[config.mk]
export PLATFORM = sky130hd
export DESIGN_NAME = keyboard_scancode_decoder_core
export DESIGN_NICKNAME = d
export VERILOG_FILES = /design/src/rtl/kbdsc_pkg.sv /design/src/rtl/kbdsc_decode.sv /design/src/rtl/kbdsc_cmd_queue.sv /design/src/rtl/keyboard_scancode_decoder_core.sv
export SDC_FILE = /design/constraint.sdc
export NUM_CORES = 1
export LEC_CHECK = 0
export BUFFER_PORTS_ARGS = -buffer_cell sky130_fd_sc_hd__buf_4
export CAP_MARGIN = 30
export CORE_MARGIN = 8
export CORE_UTILIZATION = 58
export CTS_BUF_LIST = sky130_fd_sc_hd__clkbuf_4
export DETAILED_ROUTE_END_ITERATION = 12
export PLACE_DENSITY = 0.83
export REMOVE_ABC_BUFFERS = 1
export SLEW_MARGIN = 20
export SYNTH_ARGS = -nofsm -noshare
export SYNTH_HDL_FRONTEND = slang
export SYNTH_SLANG_ARGS = --single-unit
[constraint.sdc]
create_clock -name i_clk -period 4.72 [get_ports i_clk]
set_clock_uncertainty 0.1 [all_clocks]
set_input_delay 0.472 -clock i_clk [delete_from_list [all_inputs] [get_ports i_clk]]
set_output_delay 0.472 -clock i_clk [all_outputs]
set_load 0.01 [all_outputs]
[src/rtl/kbdsc_pkg.sv]
// Shared types, constants and character tables of the keyboard scan code decoder.
package kbdsc_pkg;

    localparam int QUEUE_DEPTH = 32;
    localparam int QPTR_W      = $clog2(QUEUE_DEPTH);
    localparam int QCNT_W      = $clog2(QUEUE_DEPTH + 1);

    localparam logic [7:0] LED_CMD      = 8'hED;
    localparam logic [7:0] ACK_BYTE     = 8'hFA;
    localparam logic [7:0] RESEND_BYTE  = 8'hFE;
    localparam logic [7:0] SC_BACKSPACE = 8'h0E;
    localparam logic [7:0] SC_TAB       = 8'h0F;
    localparam logic [7:0] SC_ENTER     = 8'h1C;
    localparam logic [7:0] SC_LSHIFT    = 8'h2A;
    localparam logic [7:0] SC_RSHIFT    = 8'h36;
    localparam logic [7:0] SC_LSHIFT_UP = 8'hAA;
    localparam logic [7:0] SC_RSHIFT_UP = 8'hB6;
    localparam logic [7:0] SC_CAPS      = 8'h3A;
    localparam logic [7:0] SC_NUM       = 8'h45;
    localparam logic [7:0] SC_SCROLL    = 8'h46;
    localparam logic [6:0] CASE_OFFSET  = 7'h20;

    localparam logic OP_KEY_BYTE = 1'b0;
    localparam logic OP_INIT     = 1'b1;

    typedef struct packed {
        logic       opcode;
        logic [7:0] scan_byte;
    } t_in_item;

    typedef struct packed {
        logic       char_valid;
        logic [6:0] char_code;
        logic       is_backspace;
        logic       is_enter;
        logic       is_tab;
        logic       send_valid;
        logic [7:0] send_byte;
        logic [1:0] shift_state;
        logic [2:0] lock_leds;
        logic       queue_overflow;
    } t_out_item;

    typedef struct packed {
        logic       char_valid;
        logic [6:0] char_code;
        logic       is_backspace;
        logic       is_enter;
        logic       is_tab;
        logic [1:0] shift_next;
        logic [2:0] led_next;
        logic       led_cmd_req;
        logic       ack_seen;
        logic       resend_seen;
    } t_dec_result;

    typedef struct packed {
        logic       pop;
        logic [7:0] pop_byte;
        logic       overflow;
    } t_queue_status;

    // Unshifted character table, zero where the code gives no character.
    function automatic logic [6:0] plain_char(input logic [6:0] code);
        logic [6:0] ch;
        ch = 7'h00;
        case (code)
            7'h02: ch = 7'h31; 7'h03: ch = 7'h32; 7'h04: ch = 7'h33; 7'h05: ch = 7'h34;
            7'h06: ch = 7'h35; 7'h07: ch = 7'h36; 7'h08: ch = 7'h37; 7'h09: ch = 7'h38;
            7'h0A: ch = 7'h39; 7'h0B: ch = 7'h30; 7'h0C: ch = 7'h2D; 7'h0D: ch = 7'h5E;
            7'h10: ch = 7'h51; 7'h11: ch = 7'h57; 7'h12: ch = 7'h45; 7'h13: ch = 7'h52;
            7'h14: ch = 7'h54; 7'h15: ch = 7'h59; 7'h16: ch = 7'h55; 7'h17: ch = 7'h49;
            7'h18: ch = 7'h4F; 7'h19: ch = 7'h50; 7'h1A: ch = 7'h40; 7'h1B: ch = 7'h5B;
            7'h1E: ch = 7'h41; 7'h1F: ch = 7'h53; 7'h20: ch = 7'h44; 7'h21: ch = 7'h46;
            7'h22: ch = 7'h47; 7'h23: ch = 7'h48; 7'h24: ch = 7'h4A; 7'h25: ch = 7'h4B;
            7'h26: ch = 7'h4C; 7'h27: ch = 7'h3B; 7'h28: ch = 7'h3A; 7'h2B: ch = 7'h5D;
            7'h2C: ch = 7'h5A; 7'h2D: ch = 7'h58; 7'h2E: ch = 7'h43; 7'h2F: ch = 7'h56;
            7'h30: ch = 7'h42; 7'h31: ch = 7'h4E; 7'h32: ch = 7'h4D; 7'h33: ch = 7'h2C;
            7'h34: ch = 7'h2E; 7'h35: ch = 7'h2F; 7'h37: ch = 7'h2A; 7'h39: ch = 7'h20;
            7'h47: ch = 7'h37; 7'h48: ch = 7'h38; 7'h49: ch = 7'h39; 7'h4A: ch = 7'h2D;
            7'h4B: ch = 7'h34; 7'h4C: ch = 7'h35; 7'h4D: ch = 7'h36; 7'h4E: ch = 7'h2B;
            7'h4F: ch = 7'h31; 7'h50: ch = 7'h32; 7'h51: ch = 7'h33; 7'h52: ch = 7'h30;
            7'h53: ch = 7'h2E; 7'h73: ch = 7'h5C; 7'h7D: ch = 7'h5C;
            default: ch = 7'h00;
        endcase
        return ch;
    endfunction

    // Shifted character table, zero where the code gives no character.
    function automatic logic [6:0] shifted_char(input logic [6:0] code);
        logic [6:0] ch;
        ch = 7'h00;
        case (code)
            7'h02: ch = 7'h21; 7'h03: ch = 7'h22; 7'h04: ch = 7'h23; 7'h05: ch = 7'h24;
            7'h06: ch = 7'h25; 7'h07: ch = 7'h26; 7'h08: ch = 7'h27; 7'h09: ch = 7'h28;
            7'h0A: ch = 7'h29; 7'h0B: ch = 7'h7E; 7'h0C: ch = 7'h3D; 7'h0D: ch = 7'h7E;
            7'h10: ch = 7'h51; 7'h11: ch = 7'h57; 7'h12: ch = 7'h45; 7'h13: ch = 7'h52;
            7'h14: ch = 7'h54; 7'h15: ch = 7'h59; 7'h16: ch = 7'h55; 7'h17: ch = 7'h49;
            7'h18: ch = 7'h4F; 7'h19: ch = 7'h50; 7'h1A: ch = 7'h60; 7'h1B: ch = 7'h7B;
            7'h1E: ch = 7'h41; 7'h1F: ch = 7'h53; 7'h20: ch = 7'h44; 7'h21: ch = 7'h46;
            7'h22: ch = 7'h47; 7'h23: ch = 7'h48; 7'h24: ch = 7'h4A; 7'h25: ch = 7'h4B;
            7'h26: ch = 7'h4C; 7'h27: ch = 7'h2B; 7'h28: ch = 7'h2A; 7'h2B: ch = 7'h7D;
            7'h2C: ch = 7'h5A; 7'h2D: ch = 7'h58; 7'h2E: ch = 7'h43; 7'h2F: ch = 7'h56;
            7'h30: ch = 7'h42; 7'h31: ch = 7'h4E; 7'h32: ch = 7'h4D; 7'h33: ch = 7'h3C;
            7'h34: ch = 7'h3E; 7'h35: ch = 7'h3F; 7'h37: ch = 7'h2A; 7'h39: ch = 7'h20;
            7'h47: ch = 7'h37; 7'h48: ch = 7'h38; 7'h49: ch = 7'h39; 7'h4A: ch = 7'h2D;
            7'h4B: ch = 7'h34; 7'h4C: ch = 7'h35; 7'h4D: ch = 7'h36; 7'h4E: ch = 7'h2B;
            7'h4F: ch = 7'h31; 7'h50: ch = 7'h32; 7'h51: ch = 7'h33; 7'h52: ch = 7'h30;
            7'h53: ch = 7'h2E; 7'h73: ch = 7'h5F; 7'h7D: ch = 7'h7C;
            default: ch = 7'h00;
        endcase
        return ch;
    endfunction

endpackage

[src/rtl/kbdsc_decode.sv]
// Decoder for one keyboard byte: character lookup, key flags, shift and lock updates.
module kbdsc_decode (
    input  kbdsc_pkg::t_in_item    i_item,
    input  logic [1:0]             i_shift_bits,
    input  logic [2:0]             i_led_bits,
    input  logic [2:0]             i_initial_leds,
    output kbdsc_pkg::t_dec_result o_dec
);
    import kbdsc_pkg::*;

    logic [7:0] sc;
    logic       is_key;
    logic [6:0] raw_char;
    logic       is_letter;
    logic       caps_on;
    logic       shift_on;

    assign sc     = i_item.scan_byte;
    assign is_key = (i_item.opcode == OP_KEY_BYTE);

    assign raw_char  = (sc[7] == 1'b1) ? 7'h00 :
                       (i_shift_bits == 2'b00) ? plain_char(sc[6:0]) : shifted_char(sc[6:0]);
    assign is_letter = (raw_char >= 7'h41) && (raw_char <= 7'h5A);
    assign caps_on   = i_led_bits[2];
    assign shift_on  = (i_shift_bits != 2'b00);

    always_comb begin
        o_dec = '0;
        o_dec.shift_next = i_shift_bits;
        o_dec.led_next   = i_led_bits;
        if (!is_key) begin
            o_dec.led_next    = i_initial_leds;
            o_dec.led_cmd_req = 1'b1;
        end else begin
            // Letters go lower case unless exactly one of shift and caps lock is on.
            o_dec.char_code  = (is_letter && (caps_on == shift_on)) ? raw_char + CASE_OFFSET
                                                                    : raw_char;
            o_dec.char_valid = (raw_char != 7'h00);
            o_dec.is_backspace = (sc == SC_BACKSPACE);
            o_dec.is_enter     = (sc == SC_ENTER);
            o_dec.is_tab       = (sc == SC_TAB);
            unique case (sc)
                SC_LSHIFT:    o_dec.shift_next = i_shift_bits | 2'b01;
                SC_RSHIFT:    o_dec.shift_next = i_shift_bits | 2'b10;
                SC_LSHIFT_UP: o_dec.shift_next = i_shift_bits & 2'b10;
                SC_RSHIFT_UP: o_dec.shift_next = i_shift_bits & 2'b01;
                SC_CAPS: begin
                    o_dec.led_next    = i_led_bits ^ 3'b100;
                    o_dec.led_cmd_req = 1'b1;
                end
                SC_NUM: begin
                    o_dec.led_next    = i_led_bits ^ 3'b010;
                    o_dec.led_cmd_req = 1'b1;
                end
                SC_SCROLL: begin
                    o_dec.led_next    = i_led_bits ^ 3'b001;
                    o_dec.led_cmd_req = 1'b1;
                end
                ACK_BYTE:    o_dec.ack_seen    = 1'b1;
                RESEND_BYTE: o_dec.resend_seen = 1'b1;
                default: ;
            endcase
        end
    end

endmodule

[src/rtl/kbdsc_cmd_queue.sv]
// Command byte queue to the keyboard: up to two pushes and one pop per item.
module kbdsc_cmd_queue (
    input  logic                     i_clk,
    input  logic                     i_rst_n,
    input  logic                     i_step,
    input  logic                     i_push_led_cmd,
    input  logic [2:0]               i_led_byte,
    input  logic                     i_pop_allowed,
    output kbdsc_pkg::t_queue_status o_status
);
    import kbdsc_pkg::*;

    logic [7:0]        r_mem [QUEUE_DEPTH];
    logic [7:0]        r_head_data;
    logic [QPTR_W-1:0] r_head, n_head;
    logic [QPTR_W-1:0] r_tail, n_tail;
    logic [QCNT_W-1:0] r_count, n_count;

    logic [QPTR_W-1:0] tail_plus1;
    logic              ok_first;
    logic              ok_second;
    logic [QCNT_W-1:0] count_after_push;

    function automatic logic [QPTR_W-1:0] ptr_inc(input logic [QPTR_W-1:0] p);
        return (p == QPTR_W'(QUEUE_DEPTH - 1)) ? '0 : p + 1'b1;
    endfunction

    assign tail_plus1 = ptr_inc(r_tail);
    assign ok_first   = i_push_led_cmd && (r_count < QCNT_W'(QUEUE_DEPTH));
    assign ok_second  = i_push_led_cmd && (r_count < QCNT_W'(QUEUE_DEPTH - 1));

    assign count_after_push = r_count + QCNT_W'(ok_first) + QCNT_W'(ok_second);

    always_comb begin
        o_status.pop      = i_pop_allowed && (count_after_push != '0);
        // An empty queue that was just pushed hands out the LED command first.
        o_status.pop_byte = (r_count != '0) ? r_head_data : LED_CMD;
        o_status.overflow = i_push_led_cmd && !ok_second;

        n_tail  = r_tail;
        if (ok_first) begin
            n_tail = tail_plus1;
        end
        if (ok_second) begin
            n_tail = ptr_inc(tail_plus1);
        end
        n_head  = o_status.pop ? ptr_inc(r_head) : r_head;
        n_count = count_after_push - QCNT_W'(o_status.pop);
    end

    always_ff @(posedge i_clk) begin
        if (!i_rst_n) begin
            r_head  <= '0;
            r_tail  <= '0;
            r_count <= '0;
        end else if (i_step) begin
            r_head  <= n_head;
            r_tail  <= n_tail;
            r_count <= n_count;
        end
    end

    // The byte at the next head is read ahead, with the bytes pushed in this
    // step bypassed around the memory.
    always_ff @(posedge i_clk) begin
        if (i_step && ok_first) begin
            r_mem[r_tail] <= LED_CMD;
        end
        if (i_step && ok_second) begin
            r_mem[tail_plus1] <= {5'b00000, i_led_byte};
        end
        if (i_step) begin
            if (ok_second && (n_head == tail_plus1)) begin
                r_head_data <= {5'b00000, i_led_byte};
            end else if (ok_first && (n_head == r_tail)) begin
                r_head_data <= LED_CMD;
            end else begin
                r_head_data <= r_mem[n_head];
            end
        end
    end

`ifndef SYNTHESIS
    a_count_bound: assert property (@(posedge i_clk) disable iff (!i_rst_n)
        r_count <= QCNT_W'(QUEUE_DEPTH))
        else $error("queue count above depth");
    a_empty_full_ptr: assert property (@(posedge i_clk) disable iff (!i_rst_n)
        (r_count == '0 || r_count == QCNT_W'(QUEUE_DEPTH)) |-> r_head == r_tail)
        else $error("pointers disagree with empty or full count");
    a_ptr_eq_count: assert property (@(posedge i_clk) disable iff (!i_rst_n)
        (r_head == r_tail) |-> (r_count == '0 || r_count == QCNT_W'(QUEUE_DEPTH)))
        else $error("equal pointers with partial count");
`endif

endmodule

[src/rtl/keyboard_scancode_decoder_core.sv]
// Top level of the keyboard scan code decoder with its LED command path.
// Path: an accepted item is held in the input register, decoded as it moves into the
// result register, and transfers out of the result register.
// Throughput: one item per cycle unless the output stalls; the input register and the
// result register are both refilled in the same cycle, so items flow back to back.
// Reset (synchronous, active low) clears shift, LED, answer wait and queue
// pointers, and empties both pipeline registers; the configured LEDs reset to zero.
module keyboard_scancode_decoder_core (
    input  logic                  i_clk,
    input  logic                  i_rst_n,
    input  logic                  i_in_valid,
    output logic                  o_in_stall,
    input  kbdsc_pkg::t_in_item   i_in_item,
    output logic                  o_out_valid,
    input  logic                  i_out_stall,
    output kbdsc_pkg::t_out_item  o_out_item,
    input  logic                  i_cfg_valid,
    output logic                  o_cfg_ready,
    input  logic [2:0]            i_cfg_data
);
    import kbdsc_pkg::*;

    // Pipeline registers: the input register holds the item being worked on,
    // the result register holds the finished result until it is taken.
    logic        r_in_valid;
    t_in_item    r_in_item;
    logic        r_out_valid;
    t_out_item   r_out_item, n_out_item;

    // Architectural state of the decoder.
    logic [2:0]  r_initial_leds;
    logic [1:0]  r_shift_bits;
    logic [2:0]  r_led_bits;
    logic        r_awaiting, n_awaiting;
    logic [7:0]  r_pending, n_pending;

    logic          advance;
    logic          step;
    logic          await_after;
    logic          resend;
    t_dec_result   dec;
    t_queue_status qstat;

    // The result register frees up when it is empty or being taken. The item in
    // the input register is processed in the cycle it moves into the result register.
    assign advance    = !r_out_valid || !i_out_stall;
    assign step       = r_in_valid && advance;
    assign o_in_stall = r_in_valid && !advance;

    assign o_cfg_ready = 1'b1;
    assign o_out_valid = r_out_valid;
    assign o_out_item  = r_out_item;

    kbdsc_decode u_decode (
        .i_item         (r_in_item),
        .i_shift_bits   (r_shift_bits),
        .i_led_bits     (r_led_bits),
        .i_initial_leds (r_initial_leds),
        .o_dec          (dec)
    );

    // An ack ends the wait. A resend answer only repeats a byte that is actually
    // waiting for its answer; otherwise it is ignored.
    assign await_after = dec.ack_seen ? 1'b0 : r_awaiting;
    assign resend      = dec.resend_seen && r_awaiting;

    kbdsc_cmd_queue u_queue (
        .i_clk          (i_clk),
        .i_rst_n        (i_rst_n),
        .i_step         (step),
        .i_push_led_cmd (dec.led_cmd_req),
        .i_led_byte     (dec.led_next),
        .i_pop_allowed  (!resend && !await_after),
        .o_status       (qstat)
    );

    always_comb begin
        n_awaiting = qstat.pop ? 1'b1 : await_after;
        n_pending  = qstat.pop ? qstat.pop_byte : r_pending;

        n_out_item.char_valid     = dec.char_valid;
        n_out_item.char_code      = dec.char_code;
        n_out_item.is_backspace   = dec.is_backspace;
        n_out_item.is_enter       = dec.is_enter;
        n_out_item.is_tab         = dec.is_tab;
        n_out_item.send_valid     = resend || qstat.pop;
        n_out_item.send_byte      = resend    ? r_pending :
                                    qstat.pop ? qstat.pop_byte : 8'h00;
        n_out_item.shift_state    = dec.shift_next;
        n_out_item.lock_leds      = dec.led_next;
        n_out_item.queue_overflow = qstat.overflow;
    end

    always_ff @(posedge i_clk) begin
        if (!i_rst_n) begin
            r_in_valid     <= 1'b0;
            r_out_valid    <= 1'b0;
            r_initial_leds <= 3'b000;
            r_shift_bits   <= 2'b00;
            r_led_bits     <= 3'b000;
            r_awaiting     <= 1'b0;
            r_pending      <= 8'h00;
        end else begin
            if (!o_in_stall) begin
                r_in_valid <= i_in_valid;
            end
            if (advance) begin
                r_out_valid <= r_in_valid;
            end
            if (i_cfg_valid && o_cfg_ready) begin
                r_initial_leds <= i_cfg_data;
            end
            if (step) begin
                r_shift_bits <= dec.shift_next;
                r_led_bits   <= dec.led_next;
                r_awaiting   <= n_awaiting;
                r_pending    <= n_pending;
            end
        end
    end

    // Payload registers carry no reset.
    always_ff @(posedge i_clk) begin
        if (!o_in_stall) begin
            r_in_item <= i_in_item;
        end
        if (step) begin
            r_out_item <= n_out_item;
        end
    end

`ifndef SYNTHESIS
    a_send_sets_wait: assert property (@(posedge i_clk) disable iff (!i_rst_n)
        (r_out_valid && r_out_item.send_valid) |-> r_awaiting)
        else $error("byte sent without waiting for its answer");
    a_leds_match: assert property (@(posedge i_clk) disable iff (!i_rst_n)
        r_out_valid |-> (r_out_item.lock_leds == r_led_bits))
        else $error("reported LEDs differ from LED state");
    a_shift_match: assert property (@(posedge i_clk) disable iff (!i_rst_n)
        r_out_valid |-> (r_out_item.shift_state == r_shift_bits))
        else $error("reported shift state differs from shift state");
    a_step_fills_out: assert property (@(posedge i_clk) disable iff (!i_rst_n)
        step |=> r_out_valid)
        else $error("processed item lost from result register");
`endif

endmodule

== After elaboration in Yosys (flattened, before gate mapping) ==
Memories as Yosys holds them, arrays and structs flattened. A register that Yosys moved wholly into a read port is not among the register bits.
Cells that the tools add are included.

* Bits in registers: 78
* Bits in latches: 0
* Memory bits (writable): 224
* Memory bits (read-only): 1,792
* Input bits: 17
* Output and inout bits: 29
* Logic and storage cells: 120
* Memories: 3

* $add $sub $neg: 7
* Multipliers: 0
* Div/mod/pow operators: 0
* Order comparisons: 4
* Equal/unequal tests: 18
* Shift-type cells: 0
* Multiplexer cells: 29
* Bitwise operators: 3
* Reduce and logical (&&, ||, !) cells: 31

{| class="wikitable"
|+ Memory list
! memory !! depth !! bits a word !! read ports !! clocked after memory_dff !! write ports !! RTL line !! source
|-
| (name not given) || 128 || 7 || 1 || 1 || 0 || kbdsc_pkg.sv:93 || <nowiki>case (code)</nowiki>
|-
| (name not given) || 128 || 7 || 1 || 1 || 0 || kbdsc_pkg.sv:67 || <nowiki>case (code)</nowiki>
|-
| u_queue.r_mem || 32 || 7 || 1 || 0 || 2 || kbdsc_cmd_queue.sv:13 || <nowiki>logic [7:0] r_mem [QUEUE_DEPTH];</nowiki>
|}

{| class="wikitable"
|+ Operator list
! operator !! number
|-
| $mux 7 || 5
|-
| $eq 8x8->1 const B || 4
|-
| $mux 8 || 4
|-
| $mux 5 || 6
|-
| $eq 8x6->1 const B || 3
|-
| $eq 8x4->1 const B || 2
|-
| $eq 8x7->1 const B || 2
|-
| $add 5x1->5 const B || 3
|-
| $eq 5x5->1 const B || 3
|-
| $logic_and 1x1->1 || 14
|-
| $add 6x1->6 || 2
|-
| $pmux 4 s3 || 1
|-
| $reduce_bool 6->1 || 2
|-
| $eq 5x5->1 || 2
|-
| $eq 8x5->1 const B || 1
|-
| $mux 1 || 8
|-
| $pmux 2 s4 || 1
|-
| $add 7x6->7 const B || 1
|-
| $ge 7x7->1 const B || 1
|-
| $le 7x7->1 const B || 1
|-
| $reduce_bool 7->1 || 1
|-
| $logic_not 1->1 || 6
|-
| $lt 6x5->1 const B || 1
|-
| $lt 6x6->1 const B || 1
|-
| 11 further kinds || 17
|}

== Depth between registers and ports, before layout ==
* Depth in word-level cells: 13
* Mapped depth: 26
* Gate-level depth less buffers: 22

== Modules after synthesis ==
Synthesis repeated with hierarchy kept, for this count alone.

* Cell total of the unflattened synthesis: 1,348
* Area, all modules: 12,361.9 um2

{| class="wikitable"
|+ Modules (own cells, without submodules)
! module !! times used !! cells an instance !! area an instance (um2) !! sequential area each (um2)
|-
| kbdsc_cmd_queue || 1 || 935 || 8,632.0 || 3,963.8
|-
| keyboard_scancode_decoder_core || 1 || 147 || 1,948.1 || 1,431.4
|-
| kbdsc_decode || 1 || 266 || 1,781.7 || 0.0
|}

== Worst setup path before layout ==
Ideal clock, no wire load.

* Kind: reg-to-reg
* From: register r_in_item[1] in the netlist's numbering
* To: register u_queue.r_head_data[1], data pin
* Data arrival time: 4.871 ns
* Required time: 4.358 ns
* Path slack: -0.513 ns
* Cell stages (with the launch flop): 20
* Period minus slack after synthesis: 5.233 ns
* Path through: edfxtp_1 nand4bb_4 nor4_1 or3_1 nand2_1 inv_1 o21ai_1 inv_1 fa_1 ha_1 clkbuf_1 nand2b_1 a41o_1 a41o_1 or4b_4 and2_4 buf_6 xnor2_1 nor3_1 mux2_1

* Longest elaborated chain between the ends: 13
* Elaborated cells on any way between the ends: 29

{| class="wikitable"
|+ RTL lines
! element !! RTL line !! source
|-
| start, declared || keyboard_scancode_decoder_core.sv:26 || <nowiki>t_in_item r_in_item;</nowiki>
|-
| start signal, assigned || keyboard_scancode_decoder_core.sv:125 || <nowiki>r_in_item <= i_in_item;</nowiki>
|-
| parallel branches: the longest is 12 deep, another holds $mem_v2 32x7 || - ||
|-
| $mux 3 * || kbdsc_cmd_queue.sv:73 || <nowiki>if (ok_second && (n_head == tail_plus1)) begin</nowiki>
|-
| end signal, assigned || kbdsc_cmd_queue.sv:74 || <nowiki>r_head_data <= {5'b00000, i_led_byte};</nowiki>
|-
| end signal, assigned || kbdsc_cmd_queue.sv:78 || <nowiki>r_head_data <= r_mem[n_head];</nowiki>
|-
| end, declared || kbdsc_cmd_queue.sv:14 || <nowiki>logic [7:0] r_head_data;</nowiki>
|}

Mark *: on every way between the ends.
A chain may end at the register's enable or synchronous reset.

== Final worst setup path ==
* From: register r_in_item[5] in the netlist's numbering
* To: register u_queue.r_head_data[2], data pin

Same word-level chain as after synthesis.

==> out/results.txt <==
met2 routed WL = 17510 µm
critical path peak fanout = 6
Final setup viols = 3
vias per inst = 6.397
post-route clock period utilization = 1.022
GRT Resource Usage Total = 0.2868
wirelength, routed = 37820 µm
area share of the largest cell type after synthesis = 0.3383
post-detail-place hpwl = 23830 µm
residual DRC count = 0
most used cell, CP = buf_6
status = finished, violations left
RR Startpoint = r_in_item[5]
CTS Buf Count = 52
R2R depth = 21
H-tree levels = 2
gpl congestion = 0.9492
fin worst setup slack = -0.1052 ns
Buffers on Ports = 43
Slew Limit Fails = 0
Iter 0 DRT Violations = 1318
Commonest cells post-synth = nand2_1 (219), nor2_1 (141), o21ai_0 (134), edfxtp_1 (131), a21oi_1 (79)
Async SR Flop Fraction = 0
post-route antenna net violation count = 0
average cell area after synthesis = 8.883 µm²
routed wl met3 = 4599 µm
Slew @ Worst Pin = 0.9254 ns
layout cells sized above 1 = 0.2256
initial antenna violation count = 1
Mapped Area = 11630 µm²
crit path to = u_queue.r_head_data[2]
r2r endpoint = u_queue.r_head_data[2]
vias in the first global route = 10.50k
DIE HEIGHT = 157.6 µm
hold crit path type = in2reg
worst-path cell with the longest stage delay = or4b_4
post-synthesis sequential area ratio = 0.4709
M1 WL = 13970 µm
nets = 1519
minimum clock period = 4.825 ns
Root Buffer = clkbuf_4
violated checks = setup timing
Via Count = 11.40k
Area Overhead vs Synth = 22.29%
Final Hold Vio Count = 0
setup_tns = -0.1971 ns
leakage = 0.005513 µW
num ports = 46
largest net degree at the start of global routing = 36
uppermost layer routed = met4
grt ovf = 0
Slew headroom = 0.3774
Worst Setup End Kind = flip-flop
Die Area = 24830 µm²
VDD IR-drop max = 0.1664 mV
Yosys warnings = 0
pre-CTS setup slack = -0.2765 ns
WL/cell = 21.23 µm
critical path class = reg2reg
Critical Path Start = r_in_item[5]
pwr dens = 372.6 nW/µm²
CP required = 5.05 ns
most common cell in the netlist = nand2_1
Longest Clk Path Bufs = 3
EDFF count, synth = 131
Top FF cell, synth = edfxtp_1
RSZ-0062 raised after global routing = yes
TritonCTS clock tree = built
area of the core = 19590 µm²
CTS clk-pin slew, worst paths = 0.08 ns
first-pass GRT wire length = 55880 µm
CP Cell Sequence = buf_4 -> nand2_2 -> nor4_4 -> or3_4 -> nand2_4 -> inv_4 -> buf_6 -> fa_2 -> buf_6 -> and3_4 -> a41o_1 -> a41o_1 -> or4b_4 -> nand2_8 -> buf_6 -> buf_6 -> mux2i_1 -> o41ai_1 -> a311oi_1 -> a31oi_1 -> a2bb2oi_1
Synth area leader = edfxtp_1
slowest stage delay, CP = 0.55 ns
CP Launch Type = flip-flop
setup slack, reg-to-reg = -0.11 ns
crit path DAT = 5.16 ns
post-synthesis cell count = 1309
DR pass1 iterations = 8
Starting Density = 0.5935
ranking of synthesized cells by area = edfxtp_1 (34%), dfxtp_1 (13%), nand2_1 (7.1%)
FP Rows = 51
flop and latch count out of synthesis = 208
Die Wd = 157.6 µm
distinct cell type count after synthesis = 77
CTS Sinks = 208
Layout fillers = 1355
worst skew pair latency = 0.70 ns
fmax = 0.2072 GHz
max cap viols = 0
## placed cells by master, fill, tap and decap left out, types with 4 or more instances in the layout
cell type	instances
nand2_1	216
mux2_2	8
clkinv_1	10
or2_2	6
a21o_1	4
a21oi_2	4
buf_12	6
dfxtp_1	77
and3_1	20
a21oi_1	76
dlygate4sd3_1	17
buf_4	160
mux2i_1	32
xor2_1	5
clkinv_2	5
buf_6	12
nand3_1	44
a221oi_1	7
clkbuf_4	82
o22ai_1	6
a211oi_1	14
nor3_1	23
o21a_1	23
a21boi_0	5
ha_1	26
o211ai_1	12
nand3b_1	4
o21ai_0	134
edfxtp_1	131
nor3b_1	4
a22oi_1	13
a311oi_1	4
a31oi_1	16
nor2_1	140
and2_2	4
inv_1	29
or3_1	5
nand4_1	14
xnor2_1	15
## worst min path at each step
stage,from,end,slack [ns],depth (start not counted)
3_3_place_gp,u_queue.r_mem[21][5],u_queue.r_mem[21][5],0.35,1
6_report,i_cfg_valid,r_initial_leds[0],0.03,3
3_5_place_dp,u_queue.r_mem[10][5],u_queue.r_mem[10][5],0.36,1
4_1_cts,i_cfg_valid,r_initial_leds[0],0.02,3
5_1_grt,i_cfg_valid,r_initial_leds[0],0.04,3
2_1_floorplan,u_queue.r_mem[27][5],u_queue.r_mem[27][5],0.34,2
## logic make-up (layout without fill, tap and decap cells)
logic type / after synthesis / count (layout) / synth area share
buf+inv: 122 / 328 / 0.04616
fa+ha+maj: 28 / 28 / 0.03078
xor+xnor: 22 / 22 / 0.01657
simple gates: 513 / 514 / 0.1957
mux: 48 / 48 / 0.04380
compound gates: 366 / 366 / 0.1954
other cells: 2 / 3 / 0.0006459
flops: 208 / 208 / 0.4709
## layout make-up
cell class | count | area [µm²] | area share
multi-input combinational | 980 | 5901 | 0.4150
sequential | 208 | 5475 | 0.3851
timing repair buffer | 200 | 1712 | 0.1204
clock buffer | 82 | 615.6 | 0.04329
tap | 265 | 331.6 | 0.02332
inverter | 32 | 122.6 | 0.008624
clock inverter | 14 | 58.81 | 0.004136
antenna | 1 | 2.502 | 0.0001760
## repair_timing
item / in CTS / in global routing
endpoints found under the hold margin: 14 / 0
setup endpoints to repair: 4 / 149
gates cloned: 1 / 3
buffers inserted: 18 / 14
gates resized for setup: 23 / 47
hold buffers: 17 / 0
pin swaps: 15 / 23
## critical path, delay by kind of cell, from the launching register on
family | cells | cell delay [ns]
AO/OA/AOI/OAI | 6 | 1.18
adder cells (fa/ha/maj) | 1 | 0.42
buffers and inverters | 6 | 0.69
flip-flops | 1 | 0.45
multiplexers | 1 | 0.21
AND/OR/NAND/NOR | 7 | 1.53
## sequential cells by signal (all words and copies together), names as in the netlist, 2 cells and up, named ones only
name	count
r_led_bits	3
u_queue.r_head	5
u_queue.r_head_data	4
r_in_item	9
r_shift_bits	2
u_queue.r_mem	128
r_initial_leds	3
r_pending	4
u_queue.r_count	6
u_queue.r_tail	5
o_out_item	22
## per-layer routing
layer	GRT usage	vias up
met3	0.06489	158
met4	0.1419	0
met5	0	-
met1	0.3669	5269
li1	-	5107
met2	0.4519	865
## where the power goes
part           switching, µW  internal, µW  leakage, µW  total (µW)
logic                    890           770      0.00336        1660
registers               65.5          2010      0.00174        2080
clock network            768           790     0.000411        1560
total                   1720          3570      0.00551        5300
## metrics by stage
step                      std cells  power, µW    util  hold WS [ns]  cell area (µm²)
final                          1782       5299  0.7258       0.02561            14220
after global routing           1782       5519  0.7258       0.04176            14220
after global placement         1630       3437  0.6501        0.3546            12730
after floorplan                1219       2877       -        0.3359            11210
after detailed placement       1631       3468  0.6508        0.3562            12750
after CTS                      1763       5053  0.7061       0.01893            13830
Note: power is estimated with default switching activity, not from simulation.
